--- config.mk ---
export PLATFORM = sky130hd
export DESIGN_NAME = slt_ctrl
export DESIGN_NICKNAME = d
export VERILOG_FILES = /design/src/rtl/sorted_linked_table_top_macros.svh /design/src/rtl/slt_pkg.sv /design/src/rtl/slt_ctrl.sv
export SDC_FILE = /design/constraint.sdc
export NUM_CORES = 1
export LEC_CHECK = 0
export ABC_AREA = 1
export BUFFER_PORTS_ARGS = -buffer_cell sky130_fd_sc_hd__clkbuf_2
export CAP_MARGIN = 30
export CORE_MARGIN = 2
export CORE_UTILIZATION = 25
export DETAILED_ROUTE_END_ITERATION = 7
export PLACE_DENSITY_LB_ADDON = 0.05
export SLEW_MARGIN = 40
export SYNTH_ARGS = -nofsm -noshare
export SYNTH_HDL_FRONTEND = slang
export SYNTH_SLANG_ARGS = --single-unit
--- constraint.sdc ---
create_clock -name clock -period 1.4 [get_ports clock]
set_input_delay 0.07 -clock clock [delete_from_list [all_inputs] [get_ports clock]]
set_output_delay 0.07 -clock clock [all_outputs]
set_load 0.05 [all_outputs]
--- src/rtl/sorted_linked_table_top_macros.svh ---
// Assertion helpers used by the RTL file slt_dp
`ifndef SORTED_LINKED_TABLE_TOP_MACROS_SVH
`define SORTED_LINKED_TABLE_TOP_MACROS_SVH

// same-cycle implication, disabled during reset
`define SLT_ASSERT_NOW(label, clk, rst, ante, cons) \
   label: assert property (@(posedge clk) disable iff (rst) (ante) |-> (cons)) \
      else $error("assertion failed");

// next-cycle implication, disabled during reset
`define SLT_ASSERT_NEXT(label, clk, rst, ante, cons) \
   label: assert property (@(posedge clk) disable iff (rst) (ante) |=> (cons)) \
      else $error("assertion failed");

`endif

--- src/rtl/slt_pkg.sv ---
`timescale 1ns / 1ps
`default_nettype none

package slt_pkg;

   typedef enum logic [1:0] {
      OP_RECORD = 2'd0,
      OP_RANK   = 2'd1,
      OP_CLEAR  = 2'd2,
      OP_LAST   = 2'd3
   } op_type;

   typedef enum logic [2:0] {
      ST_OK        = 3'd0,
      ST_FULL      = 3'd1,
      ST_NAME_LONG = 3'd2,
      ST_RANK      = 3'd3,
      ST_NO_LAST   = 3'd4
   } status_type;

   typedef enum logic [2:0] {
      RD_SLOT = 3'd0,
      RD_HEAD = 3'd1,
      RD_NEXT = 3'd2,
      RD_LINK = 3'd3,
      RD_LAST = 3'd4
   } rd_src_type;

   typedef struct packed {
      logic       capture;
      logic       load_head;
      logic       take_slot;
      logic       wr_slot_link;
      logic       wr_cur_link;
      logic       set_used_head;
      logic       advance;
      logic       sweep_init;
      logic       sweep_step;
      rd_src_type rd_src;
      logic       respond;
      logic       with_data;
      status_type status;
   } cmd_type;

   typedef struct packed {
      op_type op;
      logic   mode_bad;
      logic   name_long;
      logic   free_empty;
      logic   head_empty;
      logic   rank_zero;
      logic   last_valid;
      logic   t_less;
      logic   link_null;
      logic   k_hit;
      logic   at_head;
      logic   sweep_last;
   } sts_type;

endpackage

`default_nettype wire

--- src/rtl/slt_ctrl.sv ---
`timescale 1ns / 1ps
`default_nettype none

module slt_ctrl
   import slt_pkg::*;
(
   input  wire     clock,
   input  wire     reset,
   input  wire     start,
   output logic    busy,
   input  sts_type sts,
   output cmd_type cmd
);

   typedef enum logic [9:0] {
      S_INIT  = 10'b00_0000_0001,
      S_IDLE  = 10'b00_0000_0010,
      S_CHECK = 10'b00_0000_0100,
      S_TAKE  = 10'b00_0000_1000,
      S_WALK  = 10'b00_0001_0000,
      S_INS1  = 10'b00_0010_0000,
      S_INS2  = 10'b00_0100_0000,
      S_FWALK = 10'b00_1000_0000,
      S_LAST  = 10'b01_0000_0000,
      S_CLEAR = 10'b10_0000_0000
   } state_type;

   state_type state_ff, state_in;

   always_ff @(posedge clock) begin
      if (reset) begin
         state_ff <= S_INIT;
      end else begin
         state_ff <= state_in;
      end
   end

   assign busy = (state_ff != S_IDLE);

   always_comb begin
      state_in = state_ff;
      cmd      = '0;
      cmd.rd_src = RD_LINK;
      cmd.status = ST_OK;
      case (state_ff)
         S_INIT: begin
            cmd.sweep_step = 1'b1;
            if (sts.sweep_last) state_in = S_IDLE;
         end
         S_IDLE: begin
            if (start) begin
               cmd.capture = 1'b1;
               state_in    = S_CHECK;
            end
         end
         S_CHECK: begin
            case (sts.op)
               OP_RECORD: begin
                  if (sts.mode_bad || sts.free_empty || sts.name_long) begin
                     cmd.respond = 1'b1;
                     cmd.status  = (!sts.mode_bad && sts.name_long) ? ST_NAME_LONG
                                                                     : ST_FULL;
                     state_in    = S_IDLE;
                  end else begin
                     cmd.load_head = 1'b1;
                     cmd.rd_src    = RD_SLOT;
                     state_in      = S_TAKE;
                  end
               end
               OP_RANK: begin
                  if (sts.mode_bad || sts.rank_zero || sts.head_empty) begin
                     cmd.respond = 1'b1;
                     cmd.status  = ST_RANK;
                     state_in    = S_IDLE;
                  end else begin
                     cmd.load_head = 1'b1;
                     cmd.rd_src    = RD_HEAD;
                     state_in      = S_FWALK;
                  end
               end
               OP_CLEAR: begin
                  cmd.sweep_init = 1'b1;
                  state_in       = S_CLEAR;
               end
               default: begin
                  if (!sts.last_valid) begin
                     cmd.respond = 1'b1;
                     cmd.status  = ST_NO_LAST;
                     state_in    = S_IDLE;
                  end else begin
                     cmd.rd_src = RD_LAST;
                     state_in   = S_LAST;
                  end
               end
            endcase
         end
         S_TAKE: begin
            cmd.take_slot = 1'b1;
            if (sts.head_empty) begin
               cmd.wr_slot_link  = 1'b1;
               cmd.set_used_head = 1'b1;
               cmd.respond       = 1'b1;
               state_in          = S_IDLE;
            end else begin
               cmd.rd_src = RD_NEXT;
               state_in   = S_WALK;
            end
         end
         S_WALK: begin
            if (sts.t_less) begin
               cmd.wr_slot_link = 1'b1;
               if (sts.at_head) begin
                  cmd.set_used_head = 1'b1;
                  cmd.respond       = 1'b1;
                  state_in          = S_IDLE;
               end else begin
                  state_in = S_INS2;
               end
            end else begin
               cmd.advance = 1'b1;
               if (sts.link_null) state_in = S_INS1;
            end
         end
         S_INS1: begin
            cmd.wr_slot_link = 1'b1;
            state_in         = S_INS2;
         end
         S_INS2: begin
            cmd.wr_cur_link = 1'b1;
            cmd.respond     = 1'b1;
            state_in        = S_IDLE;
         end
         S_FWALK: begin
            if (sts.k_hit) begin
               cmd.respond   = 1'b1;
               cmd.with_data = 1'b1;
               state_in      = S_IDLE;
            end else if (sts.link_null) begin
               cmd.respond = 1'b1;
               cmd.status  = ST_RANK;
               state_in    = S_IDLE;
            end else begin
               cmd.advance = 1'b1;
            end
         end
         S_LAST: begin
            cmd.respond   = 1'b1;
            cmd.with_data = 1'b1;
            state_in      = S_IDLE;
         end
         S_CLEAR: begin
            cmd.sweep_step = 1'b1;
            if (sts.sweep_last) begin
               cmd.respond = 1'b1;
               state_in    = S_IDLE;
            end
         end
         default: begin
            state_in = S_INIT;
         end
      endcase
   end

endmodule

`default_nettype wire

==> flow_summary.toml <==
[layout]
drive_gt1_share_pct = 61.6
mostFrequentLayoutCells = "buf_4, inv_1, nand2_1"
final_nets = 266
nFillCells = 371
num_antenna_cells = 0
largest_register_ffs = 10
top_register = "state_ff"
area_delta_synth_final_pct = 109
reg_top3 = "state_ff (10)"
layout_commonest_cell = "buf_4"

[floorplanning]
die_w_um = 67.1
dieHeight_um = 67.1
start_util_pct = 26.6
coreArea_um2 = 3740
dieArea_um2 = 4500
ios = 34
num_rows = 22

[timing]
report.final.hold_viol_count = 0
grt_setup_unrepaired = "true"
fin_skew_ps = 5.12
setup_viol = 25
whs_ps = 133
tightest_slew_ps = 235
min_period_over_period_pct = 120
layout_setup_ws_ps = -284
maxSlewHeadroom_pct = 84.4
fin_crit_ps = 1680
slew_viol_final = 0
max_freq_mhz = 594

[power_and_ir_drop]
fin_total_pwr_uw = 2400
peakVddDrop_uv = 1300
switching_power_uw = 1120
comb_power_share_pct = 67.9
swShare_pct = 46.8
clkPwrFrac_pct = 16.0
p_seq_share_pct = 16.1
p_int_uw = 1280
p_leak_uw = 0.00103
powerDensity_nw_per_um2 = 1160

[global_routing]
grt_pass1_wl_um = 5850
grt_max_degree = 8
grt_pass1_vias = 1333
grtUsageTotal_pct = 17.3
gr-total-overflow = 0
antenna_found_initial = 0

[worst_setup_path]
startpoint_type = "register"
required_ps = 1330
path_max_fanout = 6
path_class = "reg2out"
startpoint = "state_ff[9]$_SDFFE_PP0P_"
cp-end-kind = "output port"
cp.arrival_ps = 1610
reg2reg_from = "state_ff[1]$_SDFFE_PP0P_"

[route]
drt_pass1_iterations = 4
drt_wl_total_um = 3470
drc = 0
vias = 1293
wire_per_inst_um = 11.8
antenna_left = 0
vias_per_cell = 4.41
drt_iter0_markers = 31

[synth]
netlist-cell-type-count = 24
synth-seq-area-share_pct = 20.1
synth_area_per_cell_um2 = 6.03
synthCells = 165
syn_area_um2 = 995
syn-num-nets = 185
yosys_warnings = 0
synth_seq_cells = 10

[run_status]
outcome = "finished with violations"
failed_checks = "setup timing"

[run]
cap_violations = 0

[placement]
gp_congestion = 0.868
portBuffers = 33
dp_hpwl_um = 2740
pre_cts_ws_ps = -133

[cts]
clock-root-buffer = "clkbuf_8"
h-tree-depth = 1
cts_tree = "built"
clk_pin_slew_worst_paths_ps = 60
clock_latency_ps = 250
cts_made_buffers = 3
cts.path.max_buffers = 2
cts_hold_buf = 0
clock-sinks = 10

[min_path]
min_path_type = "in2reg"
hp-start = "reset"
cell families (layout without fill, tap and decap cells):
group	count (synthesis)	in the layout	synth area share, %
AO/OA/AOI/OAI	15	15	8.93
flip-flops	10	10	20.1
adder cells (fa/ha/maj)	4	4	5.03
buffers and inverters	34	114	12.8
AND/OR/NAND/NOR	102	102	53.1
stage by stage:
step	utilization (%)	instances	instance area, µm²	setup TNS (ps)
6_report	55.5	293	2080	-4200
5_1_grt	55.5	293	2080	-6900
4_1_cts	52.5	289	1970	-4900
3_5_place_dp	41.4	279	1550	-1400
3_3_place_gp	41.4	279	1550	-1150
2_1_floorplan	-	165	1050	-328
synthesized netlist by cell type (all sizes together):
cell	number	area, µm²
nand2	41	176
nor2	34	170
inv	33	124
nand3	20	138
dfxtp	10	200
o21ai	7	35.0
a21oi	5	32.5
ha	4	50.1
nor3	4	25.0
nand4	3	18.8
a22oi	1	7.51
clkinv	1	3.75
o211ai	1	7.51
o22ai	1	6.26
critical path: stages (launching register included):
cell,delay [ps]
dfxtp_2,330
nor2_4,190
nand2_2,90
inv_4,80
nand3_4,100
buf_4,160
buf_6,110
nor2_2,140
buf_8,170
power by group through the flow:
stage / Sequential [µW] / Combinational [µW] / Clock [µW]
2_1_floorplan: 377 / 887 / 0
6_report: 387 / 1630 / 385
3_3_place_gp: 371 / 1250 / 0
5_1_grt: 390 / 1770 / 407
4_1_cts: 384 / 1550 / 388
3_5_place_dp: 373 / 1250 / 0
final cells by class:
class | instances | area (µm²) | area share, %
multi-input cells | 121 | 881 | 42.4
well taps | 48 | 60.1 | 2.89
inverters | 34 | 136 | 6.56
clock buffers | 4 | 55.1 | 2.65
repair buffers | 76 | 737 | 35.5
flip-flops and latches | 10 | 209 | 10.1
timing repair:
item / 4_1_cts / 5_1_grt
setup endpoints to repair: 27 / 27
pin swaps: 13 / 10
buffers inserted: 6 / 6
gates resized for setup: 76 / 34
final timing paths:
kind         slack, ps  depth (start not counted)                        to
max               -280                          8                    cmd[7]
min                130                          2  state_ff[1]$_SDFFE_PP0P_
max reg2reg       -140                         10  state_ff[7]$_SDFFE_PP0P_
min reg2reg        580                          3  state_ff[7]$_SDFFE_PP0P_
routing by layer:
metal  up-vias  share of wire, %  track usage [%]
met5         -                 0                0
met4         0              0.49             3.83
met3         3               2.8             2.70
met2        25                53             30.8
met1       591                44             21.6
li1        674                 -                -
(Power assumes the default switching activity.)
